==> config.mk <==
export PLATFORM = sky130hd
export DESIGN_NAME = framed_command_responder_flat
export DESIGN_NICKNAME = d
export VERILOG_FILES = /design/src/rtl/fcr_pkg.sv /design/src/rtl/fcr_if.sv /design/src/rtl/fcr_front.sv /design/src/rtl/fcr_queue.sv /design/src/rtl/fcr_back.sv /design/src/rtl/framed_command_responder.sv /design/src/flat_wrapper.sv
export SDC_FILE = /design/constraint.sdc
export NUM_CORES = 1
export LEC_CHECK = 0
export ABC_AREA = 1
export BUFFER_PORTS_ARGS = -buffer_cell sky130_fd_sc_hd__buf_2
export CELL_PAD_IN_SITES_DETAIL_PLACEMENT = 0
export CELL_PAD_IN_SITES_GLOBAL_PLACEMENT = 1
export CORE_ASPECT_RATIO = 1.5
export CORE_MARGIN = 3
export CORE_UTILIZATION = 49
export CTS_CLUSTER_SIZE = 16
export DETAILED_ROUTE_END_ITERATION = 10
export PLACE_DENSITY = 0.89
export SYNTH_ARGS = -nofsm -noshare
export SYNTH_HDL_FRONTEND = slang
export SYNTH_SLANG_ARGS = --single-unit
==> constraint.sdc <==
create_clock -name clk -period 4.4 [get_ports clk]
set_input_delay 0.88 -clock clk [delete_from_list [all_inputs] [get_ports clk]]
set_output_delay 0.88 -clock clk [all_outputs]
set_load 0.02 [all_outputs]
==> src/rtl/fcr_pkg.sv <==
// Shared types, codes and constants of the framed command responder.
`timescale 1ns / 1ps
package fcr_pkg;

  // Frame bytes and message codes.
  localparam logic [7:0] HDR_BYTE    = 8'hAB;
  localparam logic [7:0] SYS_MSG     = 8'h0A;
  localparam logic [7:0] SYS_VERSION = 8'h01;
  localparam logic [7:0] SYS_CHKSUM  = 8'h02;
  localparam logic [7:0] ACK_BYTE    = 8'hAC;
  localparam logic [7:0] ERR_MSG     = 8'h0F;

  // Error codes carried in an error response.
  localparam logic [7:0] ERR_HEADER  = 8'h01;
  localparam logic [7:0] ERR_LENGTH  = 8'h02;
  localparam logic [7:0] ERR_CHKSUM  = 8'h03;
  localparam logic [7:0] ERR_UNKNOWN = 8'h04;
  localparam logic [7:0] ERR_RANGE   = 8'h05;

  // Response lengths on the wire (content count + 2).
  localparam logic [7:0] LEN_VERSION = 8'd7;
  localparam logic [7:0] LEN_ACK     = 8'd5;
  localparam logic [7:0] LEN_ERROR   = 8'd4;

  // Configuration register indexes.
  localparam int CFG_IDX_W = 2;
  localparam logic [CFG_IDX_W-1:0] REG_VERSION_MAJOR = 2'd0;
  localparam logic [CFG_IDX_W-1:0] REG_VERSION_MINOR = 2'd1;
  localparam logic [CFG_IDX_W-1:0] REG_VERSION_BUILD = 2'd2;

  // Defaults for the top-level parameters.
  localparam int MAX_LENGTH_DEFAULT  = 20;
  localparam int QUEUE_DEPTH_DEFAULT = 2;

  // Kinds of response the front hands to the back.
  typedef enum logic [1:0] {
    RESP_VERSION,
    RESP_ACK,
    RESP_ERROR
  } resp_kind_t;

  // One queued response request.
  typedef struct packed {
    resp_kind_t  kind;
    logic [7:0]  code;
    logic        chk;
  } resp_t;

  // Request from the front into the queue.
  typedef struct packed {
    logic  valid;
    resp_t resp;
  } push_t;

  // Queue status seen by the back.
  typedef struct packed {
    logic  empty;
    resp_t head;
  } queue_head_t;

endpackage

==> src/rtl/fcr_if.sv <==
// Valid/ready channel interfaces for received and transmitted bytes.
`timescale 1ns / 1ps
interface fcr_rx_if;
  logic       valid;
  logic       ready;
  logic [7:0] rx_byte;

  modport source(output valid, output rx_byte, input ready);
  modport sink(input valid, input rx_byte, output ready);
endinterface

interface fcr_tx_if;
  logic       valid;
  logic       ready;
  logic [7:0] tx_byte;
  logic       frame_end;

  modport source(output valid, output tx_byte, output frame_end, input ready);
  modport sink(input valid, input tx_byte, input frame_end, output ready);
endinterface

==> src/rtl/fcr_front.sv <==
// Frame parser: tracks the frame phase, checks length and checksum, decodes commands.
`timescale 1ns / 1ps
module fcr_front #(
  parameter int MAX_LENGTH = fcr_pkg::MAX_LENGTH_DEFAULT
) (
  input  logic          clk,
  input  logic          rst,
  input  logic          in_valid,
  input  logic [7:0]    in_byte,
  output logic          in_ready,
  input  logic          queue_full,
  output fcr_pkg::push_t push
);

  localparam int LEN_W = $clog2(MAX_LENGTH + 1);
  localparam logic [7:0] MAX_LEN_BYTE = 8'(MAX_LENGTH);

  // Frame phase codes.
  localparam logic [2:0] PH_IDLE    = 3'd0;
  localparam logic [2:0] PH_LEN     = 3'd1;
  localparam logic [2:0] PH_PAYLOAD = 3'd2;
  localparam logic [2:0] PH_SUMHI   = 3'd3;
  localparam logic [2:0] PH_SUMLO   = 3'd4;

  logic [2:0]       phase, phase_next;
  logic [LEN_W-1:0] frame_length, frame_length_next;
  logic [LEN_W-1:0] byte_position, byte_position_next;
  logic [LEN_W-1:0] pos_inc;
  logic [15:0]      running_sum, running_sum_next;
  logic [7:0]       sum_high, sum_high_next;
  logic [7:0]       lead [3];
  logic [7:0]       lead_next [3];
  logic             checksum_on, checksum_on_next;
  logic [1:0]       lead_idx;
  logic [15:0]      want_sum;
  logic             accept;

  // A byte is taken whenever the queue can hold any response it may cause.
  assign in_ready = !queue_full;
  assign accept   = in_valid && in_ready;
  assign pos_inc  = byte_position + LEN_W'(1);
  assign lead_idx = 2'(byte_position - LEN_W'(2));
  assign want_sum = checksum_on ? running_sum : 16'd0;

  // Next-state and response decode for one accepted byte.
  always_comb begin
    phase_next         = phase;
    frame_length_next  = frame_length;
    byte_position_next = byte_position;
    running_sum_next   = running_sum;
    sum_high_next      = sum_high;
    lead_next          = lead;
    checksum_on_next   = checksum_on;
    push.valid         = 1'b0;
    push.resp.kind     = fcr_pkg::RESP_ERROR;
    push.resp.code     = fcr_pkg::ERR_HEADER;
    push.resp.chk      = checksum_on;
    if (accept) begin
      unique case (phase)
        PH_LEN: begin
          if (in_byte > MAX_LEN_BYTE || in_byte < 8'd2) begin
            phase_next     = PH_IDLE;
            lead_next      = '{default: 8'd0};
            push.valid     = 1'b1;
            push.resp.code = fcr_pkg::ERR_LENGTH;
          end else begin
            frame_length_next  = in_byte[LEN_W-1:0];
            byte_position_next = LEN_W'(2);
            running_sum_next   = 16'd0;
            phase_next         = (in_byte == 8'd2) ? PH_SUMHI : PH_PAYLOAD;
          end
        end
        PH_PAYLOAD: begin
          if (byte_position < LEN_W'(5)) begin
            lead_next[lead_idx] = in_byte;
          end
          running_sum_next   = running_sum + {8'd0, in_byte};
          byte_position_next = pos_inc;
          if (pos_inc >= frame_length) begin
            phase_next = PH_SUMHI;
          end
        end
        PH_SUMHI: begin
          sum_high_next = in_byte;
          phase_next    = PH_SUMLO;
        end
        PH_SUMLO: begin
          phase_next = PH_IDLE;
          lead_next  = '{default: 8'd0};
          push.valid = 1'b1;
          if ({sum_high, in_byte} != want_sum) begin
            push.resp.code = fcr_pkg::ERR_CHKSUM;
          end else if (lead[0] != fcr_pkg::SYS_MSG) begin
            push.resp.code = fcr_pkg::ERR_UNKNOWN;
          end else if (lead[1] == fcr_pkg::SYS_VERSION) begin
            push.resp.kind = fcr_pkg::RESP_VERSION;
          end else if (lead[1] == fcr_pkg::SYS_CHKSUM) begin
            if (lead[2] > 8'd1) begin
              push.resp.code = fcr_pkg::ERR_RANGE;
            end else begin
              // The acknowledge already follows the new checksum setting.
              checksum_on_next = lead[2][0];
              push.resp.kind   = fcr_pkg::RESP_ACK;
              push.resp.chk    = lead[2][0];
            end
          end else begin
            push.resp.code = fcr_pkg::ERR_UNKNOWN;
          end
        end
        default: begin
          phase_next = PH_IDLE;
          if (in_byte != fcr_pkg::HDR_BYTE) begin
            push.valid     = 1'b1;
            push.resp.code = fcr_pkg::ERR_HEADER;
          end else begin
            phase_next = PH_LEN;
          end
        end
      endcase
    end
  end

  // Frame state registers.
  always_ff @(posedge clk) begin
    if (rst) begin
      phase         <= PH_IDLE;
      frame_length  <= '0;
      byte_position <= '0;
      running_sum   <= 16'd0;
      sum_high      <= 8'd0;
      lead          <= '{default: 8'd0};
      checksum_on   <= 1'b1;
    end else begin
      phase         <= phase_next;
      frame_length  <= frame_length_next;
      byte_position <= byte_position_next;
      running_sum   <= running_sum_next;
      sum_high      <= sum_high_next;
      lead          <= lead_next;
      checksum_on   <= checksum_on_next;
    end
  end

endmodule

==> src/rtl/fcr_queue.sv <==
// Small first-in first-out queue of response requests between front and back.
`timescale 1ns / 1ps
module fcr_queue #(
  parameter int DEPTH = fcr_pkg::QUEUE_DEPTH_DEFAULT
) (
  input  logic                 clk,
  input  logic                 rst,
  input  fcr_pkg::push_t       push,
  output logic                 full,
  input  logic                 pop,
  output fcr_pkg::queue_head_t status
);

  localparam int PTR_W = (DEPTH > 1) ? $clog2(DEPTH) : 1;
  localparam int CNT_W = $clog2(DEPTH + 1);
  localparam logic [PTR_W-1:0] LAST = PTR_W'(DEPTH - 1);

  fcr_pkg::resp_t   slots [DEPTH];
  logic [PTR_W-1:0] wr_ptr;
  logic [PTR_W-1:0] rd_ptr;
  logic [CNT_W-1:0] count;
  logic             do_push;
  logic             do_pop;

  assign full        = (count == CNT_W'(DEPTH));
  assign status.empty = (count == '0);
  assign status.head  = slots[rd_ptr];
  assign do_push     = push.valid && !full;
  assign do_pop      = pop && !status.empty;

  // Entry storage.
  always_ff @(posedge clk) begin
    if (do_push) begin
      slots[wr_ptr] <= push.resp;
    end
  end

  // Pointers and fill count.
  always_ff @(posedge clk) begin
    if (rst) begin
      wr_ptr <= '0;
      rd_ptr <= '0;
      count  <= '0;
    end else begin
      if (do_push) begin
        wr_ptr <= (wr_ptr == LAST) ? '0 : wr_ptr + PTR_W'(1);
      end
      if (do_pop) begin
        rd_ptr <= (rd_ptr == LAST) ? '0 : rd_ptr + PTR_W'(1);
      end
      unique case ({do_push, do_pop})
        2'b10:   count <= count + CNT_W'(1);
        2'b01:   count <= count - CNT_W'(1);
        default: count <= count;
      endcase
    end
  end

endmodule

==> src/rtl/fcr_back.sv <==
// Response serializer: expands a queued request into framed bytes behind an output register.
`timescale 1ns / 1ps
module fcr_back (
  input  logic                 clk,
  input  logic                 rst,
  input  fcr_pkg::queue_head_t status,
  output logic                 pop,
  input  logic [7:0]           version_major,
  input  logic [7:0]           version_minor,
  input  logic [7:0]           version_build,
  output logic                 out_valid,
  input  logic                 out_ready,
  output logic [7:0]           out_byte,
  output logic                 out_end
);

  logic                active;
  fcr_pkg::resp_kind_t kind;
  logic [7:0]          code;
  logic [15:0]         sum;
  logic [3:0]          idx;
  logic [7:0]          wire_len;
  logic [3:0]          last_idx;
  logic [2:0]          content_idx;
  logic [7:0]          content_byte;
  logic [7:0]          cur_byte;
  logic                load;
  logic [15:0]         raw_sum;

  // Current response: wire length, last byte index and byte at idx.
  always_comb begin
    unique case (kind)
      fcr_pkg::RESP_VERSION: wire_len = fcr_pkg::LEN_VERSION;
      fcr_pkg::RESP_ACK:     wire_len = fcr_pkg::LEN_ACK;
      default:               wire_len = fcr_pkg::LEN_ERROR;
    endcase
    last_idx    = 4'(wire_len + 8'd1);
    content_idx = 3'(idx - 4'd2);
    content_byte = fcr_pkg::ERR_MSG;
    unique case (kind)
      fcr_pkg::RESP_VERSION: begin
        unique case (content_idx)
          3'd0:    content_byte = fcr_pkg::SYS_MSG;
          3'd1:    content_byte = fcr_pkg::SYS_VERSION;
          3'd2:    content_byte = version_major;
          3'd3:    content_byte = version_minor;
          default: content_byte = version_build;
        endcase
      end
      fcr_pkg::RESP_ACK: begin
        unique case (content_idx)
          3'd0:    content_byte = fcr_pkg::SYS_MSG;
          3'd1:    content_byte = fcr_pkg::SYS_CHKSUM;
          default: content_byte = fcr_pkg::ACK_BYTE;
        endcase
      end
      default: begin
        content_byte = (content_idx == 3'd0) ? fcr_pkg::ERR_MSG : code;
      end
    endcase
    priority if (idx == 4'd0) begin
      cur_byte = fcr_pkg::HDR_BYTE;
    end else if (idx == 4'd1) begin
      cur_byte = wire_len;
    end else if (idx == last_idx) begin
      cur_byte = sum[7:0];
    end else if (idx == last_idx - 4'd1) begin
      cur_byte = sum[15:8];
    end else begin
      cur_byte = content_byte;
    end
  end

  // Checksum of the content of the request at the queue head.
  always_comb begin
    unique case (status.head.kind)
      fcr_pkg::RESP_VERSION: begin
        raw_sum = 16'(fcr_pkg::SYS_MSG) + 16'(fcr_pkg::SYS_VERSION)
                + {8'd0, version_major} + {8'd0, version_minor}
                + {8'd0, version_build};
      end
      fcr_pkg::RESP_ACK: begin
        raw_sum = 16'(fcr_pkg::SYS_MSG) + 16'(fcr_pkg::SYS_CHKSUM)
                + 16'(fcr_pkg::ACK_BYTE);
      end
      default: begin
        raw_sum = 16'(fcr_pkg::ERR_MSG) + {8'd0, status.head.code};
      end
    endcase
  end

  assign pop  = !active && !status.empty;
  assign load = active && (!out_valid || out_ready);

  // Request register and byte counter.
  always_ff @(posedge clk) begin
    if (rst) begin
      active <= 1'b0;
      idx    <= 4'd0;
    end else if (pop) begin
      active <= 1'b1;
      idx    <= 4'd0;
    end else if (load) begin
      idx <= idx + 4'd1;
      if (idx == last_idx) begin
        active <= 1'b0;
      end
    end
  end

  always_ff @(posedge clk) begin
    if (pop) begin
      kind <= status.head.kind;
      code <= status.head.code;
      sum  <= status.head.chk ? raw_sum : 16'd0;
    end
  end

  // Output register: holds a byte until it is transferred.
  always_ff @(posedge clk) begin
    if (rst) begin
      out_valid <= 1'b0;
    end else if (load) begin
      out_valid <= 1'b1;
    end else if (out_ready) begin
      out_valid <= 1'b0;
    end
  end

  always_ff @(posedge clk) begin
    if (load) begin
      out_byte <= cur_byte;
      out_end  <= (idx == last_idx);
    end
  end

endmodule

==> src/rtl/framed_command_responder.sv <==
// Top level of the framed command responder: configuration, front, queue and back.
//
//   channel | dir | payload             | transfer when
//   --------+-----+---------------------+----------------------
//   rx      | in  | rx_byte[7:0]        | rx.valid && rx.ready
//   tx      | out | tx_byte, frame_end  | tx.valid && tx.ready
//   cfg     | in  | cfg_index, cfg_data | cfg_we
//
// One received byte is taken per cycle while the response queue has room.
// A response leaves as 6, 7 or 9 bytes at one per cycle while tx is ready, once
// fetched from the queue; the serializer sets the sustained response rate.
// Reset is synchronous; it clears the frame phase and restores checksums on.
// Stalled tx holds its byte in the output register; rx runs till the queue fills.
`timescale 1ns / 1ps
module framed_command_responder #(
  parameter int MAX_LENGTH  = fcr_pkg::MAX_LENGTH_DEFAULT,
  parameter int QUEUE_DEPTH = fcr_pkg::QUEUE_DEPTH_DEFAULT
) (
  input  logic                          clk,
  input  logic                          rst,
  fcr_rx_if.sink                        rx,
  fcr_tx_if.source                      tx,
  input  logic                          cfg_we,
  input  logic [fcr_pkg::CFG_IDX_W-1:0] cfg_index,
  input  logic [7:0]                    cfg_data
);

  logic [7:0]           version_major;
  logic [7:0]           version_minor;
  logic [7:0]           version_build;
  fcr_pkg::push_t       push;
  fcr_pkg::queue_head_t status;
  logic                 queue_full;
  logic                 pop;

  // Version registers; writes to unused indexes are dropped.
  always_ff @(posedge clk) begin
    if (rst) begin
      version_major <= 8'd0;
      version_minor <= 8'd0;
      version_build <= 8'd0;
    end else if (cfg_we) begin
      unique case (cfg_index)
        fcr_pkg::REG_VERSION_MAJOR: version_major <= cfg_data;
        fcr_pkg::REG_VERSION_MINOR: version_minor <= cfg_data;
        fcr_pkg::REG_VERSION_BUILD: version_build <= cfg_data;
        default: ;
      endcase
    end
  end

  fcr_front #(
    .MAX_LENGTH(MAX_LENGTH)
  ) u_front (
    .clk        (clk),
    .rst        (rst),
    .in_valid   (rx.valid),
    .in_byte    (rx.rx_byte),
    .in_ready   (rx.ready),
    .queue_full (queue_full),
    .push       (push)
  );

  fcr_queue #(
    .DEPTH(QUEUE_DEPTH)
  ) u_queue (
    .clk    (clk),
    .rst    (rst),
    .push   (push),
    .full   (queue_full),
    .pop    (pop),
    .status (status)
  );

  fcr_back u_back (
    .clk           (clk),
    .rst           (rst),
    .status        (status),
    .pop           (pop),
    .version_major (version_major),
    .version_minor (version_minor),
    .version_build (version_build),
    .out_valid     (tx.valid),
    .out_ready     (tx.ready),
    .out_byte      (tx.tx_byte),
    .out_end       (tx.frame_end)
  );

endmodule

==> src/flat_wrapper.sv <==
// flat-port wrapper written by rule: the top's interface ports become plain ports
module framed_command_responder_flat 
#(
  parameter int MAX_LENGTH  = fcr_pkg::MAX_LENGTH_DEFAULT,
  parameter int QUEUE_DEPTH = fcr_pkg::QUEUE_DEPTH_DEFAULT
)
  (clk, rst, cfg_we, cfg_index, cfg_data, rx_valid, rx_rx_byte, rx_ready, tx_valid, tx_tx_byte, tx_frame_end, tx_ready);
  fcr_rx_if rx_i ();
  fcr_tx_if tx_i ();
  input  logic clk;
  input  logic rst;
  input  logic cfg_we;
  input  logic [fcr_pkg::CFG_IDX_W-1:0] cfg_index;
  input  logic [7:0] cfg_data;
  input wire logic [$bits(rx_i.valid)-1:0] rx_valid;
  input wire logic [$bits(rx_i.rx_byte)-1:0] rx_rx_byte;
  output wire logic [$bits(rx_i.ready)-1:0] rx_ready;
  output wire logic [$bits(tx_i.valid)-1:0] tx_valid;
  output wire logic [$bits(tx_i.tx_byte)-1:0] tx_tx_byte;
  output wire logic [$bits(tx_i.frame_end)-1:0] tx_frame_end;
  input wire logic [$bits(tx_i.ready)-1:0] tx_ready;
  assign rx_i.valid = rx_valid;
  assign rx_i.rx_byte = rx_rx_byte;
  assign rx_ready = rx_i.ready;
  assign tx_valid = tx_i.valid;
  assign tx_tx_byte = tx_i.tx_byte;
  assign tx_frame_end = tx_i.frame_end;
  assign tx_i.ready = tx_ready;
  framed_command_responder #(.MAX_LENGTH(MAX_LENGTH), .QUEUE_DEPTH(QUEUE_DEPTH)) u_core (.clk(clk), .rst(rst), .rx(rx_i), .tx(tx_i), .cfg_we(cfg_we), .cfg_index(cfg_index), .cfg_data(cfg_data));
endmodule
Yosys cells after proc, flatten, opt, wreduce, memory -nomap -nowiden. Memory sizes are Yosys's and may differ from the RTL's. A register that Yosys moved wholly into a read port is not among the register bits. Cells that the tools add are included.

Output and inout port bits: 11. Logic and storage cells: 173. RAM bits: 22. Memories: 1. Input port bits: 23. Register bits after elaboration: 131.

$lt $le $gt $ge: 7. Mux-type cells: 59. Reduce and logical (&&, ||, !) cells: 36. Add/sub/neg operators: 15. Eq/ne operators: 27. Bitwise logic cells: 5.

Memories: u_core.u_queue.slots (depth 2, width 11, read ports 1, clocked after Yosys merged registers in 1, write ports 1, line fcr_queue.sv:18) `fcr_pkg::resp_t slots [DEPTH];`.

Operators by type and width (number): case mux 24 bit (3 select lines) (1); 2-to-1 mux 8 bit (8); 2-to-1 mux 24 bit (2); case mux 8 bit (2 select lines) (3); 2-to-1 mux 16 bit (2); case mux 16 bit (2 select lines) (1); case mux 8 bit (4 select lines) (1); bitwise mux 24 bit (1); case mux 11 bit (2 select lines) (1); 2-to-1 mux 1 bit (20); adder 4 x 8 -> 9 bit (first input constant) (2); adder 16 x 8 -> 16 bit (1); demux 8 bit (select 2 bit) (1); == test 8 x 2 -> 1 bit (second input constant) (2); 2-to-1 mux 2 bit (8); inequality test 16 bit (1); == test 3 x 2 -> 1 bit (second input constant) (4); 2-to-1 mux 12 bit (1); case mux 3 bit (4 select lines) (1); AND reduction 2 bit (6); adder 10 x 8 -> 11 bit (1); adder 9 x 8 -> 10 bit (1); case mux 5 bit (2 select lines) (1); nonzero test 2 bit (5); 44 further kinds (74).

Longest topological paths before layout.
Depth in word-level cells: 11. Depth in mapped cells: 14. Depth with buffers taken out: 13.

Modules after synthesis. Synthesis repeated with hierarchy kept, for this count alone.

Cells, all modules: 1216. Area total of the unflattened synthesis: 8818.5 um^2.

By module, submodules not included: fcr_front (times used 1, seq. area each 1241.2 um^2, cells each 621, area each 3905.0 um^2); fcr_back (times used 1, seq. area each 991.0 um^2, cells each 364, area each 2786.4 um^2); fcr_queue (times used 1, seq. area each 760.7 um^2, cells each 74, area each 1064.8 um^2); framed_command_responder (times used 1, seq. area each 480.5 um^2, cells each 157, area each 1062.3 um^2).

Worst setup path before layout. No wires, ideal clock.

Path kind: register to register. From: register u_core.version_minor[1]. To: register u_core.u_back.sum[9] (data pin). Setup time: 254 ps. Stages on the path, launching flop included: 13. Path slack: 1918 ps. Arrival: 2229 ps. Clock period less this slack: 2482 ps. Buffers on the path: 0. Required time: 4146 ps. Cells stage by stage: dfxtp_1 > inv_1 > ha_1 > fa_1 > inv_1 > ha_1 > fa_1 > nand4_1 > nand3_1 > nand2_1 > nand2_1 > a21oi_1 > nor2_1.

Longest elaborated chain between the ends: 3.

RTL lines: start: declaration (line framed_command_responder.sv:29) `logic [7:0] version_minor;`; start signal: assignment (line framed_command_responder.sv:45) `fcr_pkg::REG_VERSION_MINOR: version_minor <= cfg_data;`; adder 9 x 8 -> 10 bit (line fcr_back.sv:79) `+ {8'd0, version_major} + {8'd0, version_minor}`; adder 10 x 8 -> 11 bit (line fcr_back.sv:80) `+ {8'd0, version_build};`; case mux 11 bit (2 select lines) (line fcr_back.sv:76) `unique case (status.head.kind)`; end signal: assignment (line fcr_back.sv:115) `sum <= status.head.chk ? raw_sum : 16'd0;`; end: declaration (line fcr_back.sv:20) `logic [15:0] sum;`.

No other way between the ends. A chain may end at the register's enable or synchronous reset.

Final worst setup path.
From: register u_core.version_major[4]. To: register u_core.u_back.sum[5] (data pin).

Longest elaborated chain between the ends: 4.

RTL lines: start: declaration (line framed_command_responder.sv:28) `logic [7:0] version_major;`; start signal: assignment (line framed_command_responder.sv:44) `fcr_pkg::REG_VERSION_MAJOR: version_major <= cfg_data;`; adder 4 x 8 -> 9 bit (line fcr_back.sv:79); adder 9 x 8 -> 10 bit (line fcr_back.sv:79); adder 10 x 8 -> 11 bit (line fcr_back.sv:80); case mux 11 bit (2 select lines) (line fcr_back.sv:76).

No other way between the ends.

==> summary.md <==
| Metric | Value |
|---|---|
| Critical Path End Type | flip-flop |
| Post-detail-place hpwl | 14.5 mm |
| Hold slack | 451 ps |
| Sequential fraction of the synthesis area | 0.394 |
| Period utilisation layout | 0.598 |
| P per Cell Area | 449 nW/um2 |
| Clk Latency, worst-skew pair | 420 ps |
| Die span in x | 108 um |
| Worst Path Max Fanout | 6 |
| Vias in the first global route | 6560 |
| Layout fillers | 1515 |
| Placer Congestion | 0.904 |
| Fraction of layout cells with a size suffix above 1 | 0.0811 |
| Final Setup Violations | 0 |
| CTS hold repair buffers | 0 |
| Antenna diode count | 0 |
| Starting density of the core | 0.504 |
| Slew Viols, Final | 0 |
| Max-Slew Margin vs Limit | 0.412 |
| RSZ-0062 raised after global routing | false |
| Outcome | finished clean |
| Final nets | 1146 |
| Drt first pass iters | 5 |
| Final Hold Fails | 0 |
| Global route overflow | 0 |
| Vias after detailed routing | 6793 |
| Syn. warnings | 0 |
| DIE HEIGHT | 159 um |
| DRT antenna net count | 0 |
| Post-Syn Area per Cell | 7.31 um2 |
| H-tree depth | 4 |
| Area grow syn2layout | 11.3% |
| Cell count after synthesis | 1048 |
| Core Area | 15200 um2 |
| Total GRT Usage | 0.237 |
| Post_cts resized | 0 |
| Layout Utilization | 0.561 |
| Leakage | 3.68 nW |
| Fin crit period | 2630 ps |
| Worst EP arrival | 2790 ps |
| Io pins | 34 |
| Max Buffers Root-to-Sink | 2 |
| Peak supply drop | 0.213 mV |
| Setup slack, reg-to-reg | 1770 ps |
| Die area | 17200 um2 |
| Row cnt | 55 |
| Number of buffers created by CTS | 17 |
| Synthesized Nets | 1122 |
| Startpoint type of the worst setup path | flip-flop |
| Mapped Area | 7670 um2 |
| #FFs+latches synth | 133 |
| Root Buffer | clkbuf_16 |
| Initial antenna violation count | 0 |
| Max_cap viols | 0 |
| Synth cell types | 42 |
| DRC errors left | 0 |
| Setup_tns | 0 ps |
| Max Clk Rate | 0.380 GHz |
| Tightest Hold Check Type | reg2reg |
| CP required | 4560 ps |
| Total setup buffers inserted after CTS | 0 |
| Final clock skew | 10.5 ps |
| DR WL/cell | 15.0 um |
| Drt initial violations | 322 |
| Worst Setup Path Type | reg2reg |
| # clock sinks | 133 |
| Worst Tran Pin Value | 881 ps |
| Global-route wire length before repair | 31.9 mm |
| Vias per cell | 5.29 |
| IO Port Bufs | 33 |
| Routed wire length | 19.2 mm |
| CTS tree | yes |
| Largest net degree at the start of global routing | 36 |
| Reg clk slew, reported paths | 60 ps |
-- per-layer routing --
metal,global-route usage,share of wire
met2,0.443,0.55
met4,0.106,0.033
met3,0.0361,0.036
met5,0,0
met1,0.255,0.38
-- cells by family (layout without fill, tap and decap cells) --
kind of cell    count (synthesis)  after routing  share of synthesized area
simple gates                  470            470                      0.267
fa+ha+maj                      51             51                     0.0921
mux                             1              1                    0.00131
flops                         133            133                      0.394
compound gates                197            197                      0.134
buf+inv                       177            214                     0.0899
xor+xnor                       19             19                     0.0217
-- power by group --
group | internal (mW) | total, mW | switching, mW
Combinational | 0.288 | 0.913 | 0.625
Sequential | 1.46 | 1.55 | 0.0948
Clock | 0.777 | 1.37 | 0.592
Total | 2.52 | 3.84 | 1.31
-- stage by stage --
step	total power, mW	worst slack, ps	instances	area (um2)
5_1_grt	4.07	1570	1284	8540
3_5_place_dp	2.49	1670	1252	7970
2_1_floorplan	2.23	1920	1048	7670
3_3_place_gp	2.49	1700	1252	7970
4_1_cts	3.87	1770	1284	8540
6_report	3.84	1770	1284	8540
-- area by class of cell --
| cell class | instances | area, um2 | area share |
|---|---|---|---|
| multi-input cells | 738 | 3950 | 0.463 |
| well taps | 199 | 249 | 0.0292 |
| inverters | 144 | 541 | 0.0633 |
| flip-flops and latches | 133 | 3020 | 0.354 |
| clock buffers | 19 | 455 | 0.0534 |
| repair buffers | 38 | 203 | 0.0237 |
| clock inverters | 13 | 111 | 0.0130 |
-- registers in the layout, indices dropped and copies added, names as in the netlist, 2 cells and up, named ones only --
| signal | cells |
|---|---|
| u_core.u_back.sum | 10 |
| u_core.u_back.idx | 4 |
| u_core.u_front.byte_position | 5 |
| u_core.version_minor | 8 |
| u_core.version_major | 8 |
| u_core.u_back.kind | 2 |
| u_core.u_queue.slots | 12 |
| u_core.version_build | 8 |
| u_core.u_front.frame_length | 5 |
| u_core.u_back.code | 3 |
| u_core.u_front.running_sum | 16 |
| u_core.u_back.out_byte | 8 |
| u_core.u_front.sum_high | 8 |
| u_core.u_queue.count | 2 |
| u_core.u_front.phase | 3 |
| u_core.u_front.lead | 24 |
-- worst max-delay path, cell delays in order (launching register included) --
cell and delay [ps]:
dfxtp_1 330, inv_1 70, fa_1 560, inv_1 80, ha_1 290, ha_1 380
nand2_1 110, nand2_1 70, a31oi_1 210, xor2_1 200, a21oi_1 90
-- synthesized netlist by cell type --
library cell    n  share of area
dfxtp_1        97           0.25
nor4b_1         1         0.0011
nor2_1        103          0.050
nand2_1       242           0.12
a21oi_2         1         0.0011
fa_1            9          0.024
edfxtp_1       36           0.14
nor3_1         14         0.0091
a211oi_1        1        0.00098
o21bai_1        1        0.00098
nor3b_1         1        0.00098
nor2_8          1         0.0026
buf_4           4         0.0039
nand3b_1        6         0.0059
or2_2           5         0.0041
nor2_4          1         0.0015
a31oi_1         3         0.0024
and2_1          1        0.00082
mux2i_1         1         0.0013
nor2_2          2         0.0016
clkbuf_1       21          0.010
ha_1           42          0.069
nand4_1        43          0.035
a21oi_1       102          0.067
clkbuf_2        1        0.00065
nand3_2         1         0.0013
a221oi_1        1         0.0011
o21a_1          3         0.0029
o221ai_1        3         0.0034
buf_2           7         0.0046
xnor2_1         5         0.0057
nor3_2          1         0.0013
inv_2           2        0.00098
o211ai_1        2         0.0020
inv_1         141          0.069
clkinv_1        1        0.00049
xor2_1         14          0.016
o21ai_0        79          0.052
o31ai_1         1        0.00098
nand2_2         4         0.0033
nand3_1        43          0.028
nor4_1          1        0.00082
-- path summary, 6_finish.rpt --
path	startpoint	endpoint	depth (start not counted)
setup / recovery	u_core.version_major[4]	u_core.u_back.sum[5]	10
hold / removal	u_core.u_queue.rd_ptr	flip-flop	1
setup reg to reg	u_core.version_major[4]	u_core.u_back.sum[5]	10
hold reg to reg	u_core.u_queue.rd_ptr	flip-flop	1
-- cell usage in the layout, fill, tap and decap left out, types with 6 or more instances in the layout --
| cell type | netlist | routed |
|---|---|---|
| nand3_1 | 43 | 43 |
| edfxtp_1 | 36 | 36 |
| xor2_1 | 14 | 14 |
| nand3b_1 | 6 | 6 |
| nand2_1 | 242 | 242 |
| ha_1 | 42 | 42 |
| buf_2 | 7 | 33 |
| nor3_1 | 14 | 14 |
| clkbuf_16 | 0 | 18 |
| o21ai_0 | 79 | 79 |
| inv_1 | 141 | 141 |
| fa_1 | 9 | 9 |
| nand4_1 | 43 | 43 |
| nor2_1 | 103 | 103 |
| dfxtp_1 | 97 | 97 |
| a21oi_1 | 102 | 102 |
Power figures use the tool's default switching activity.
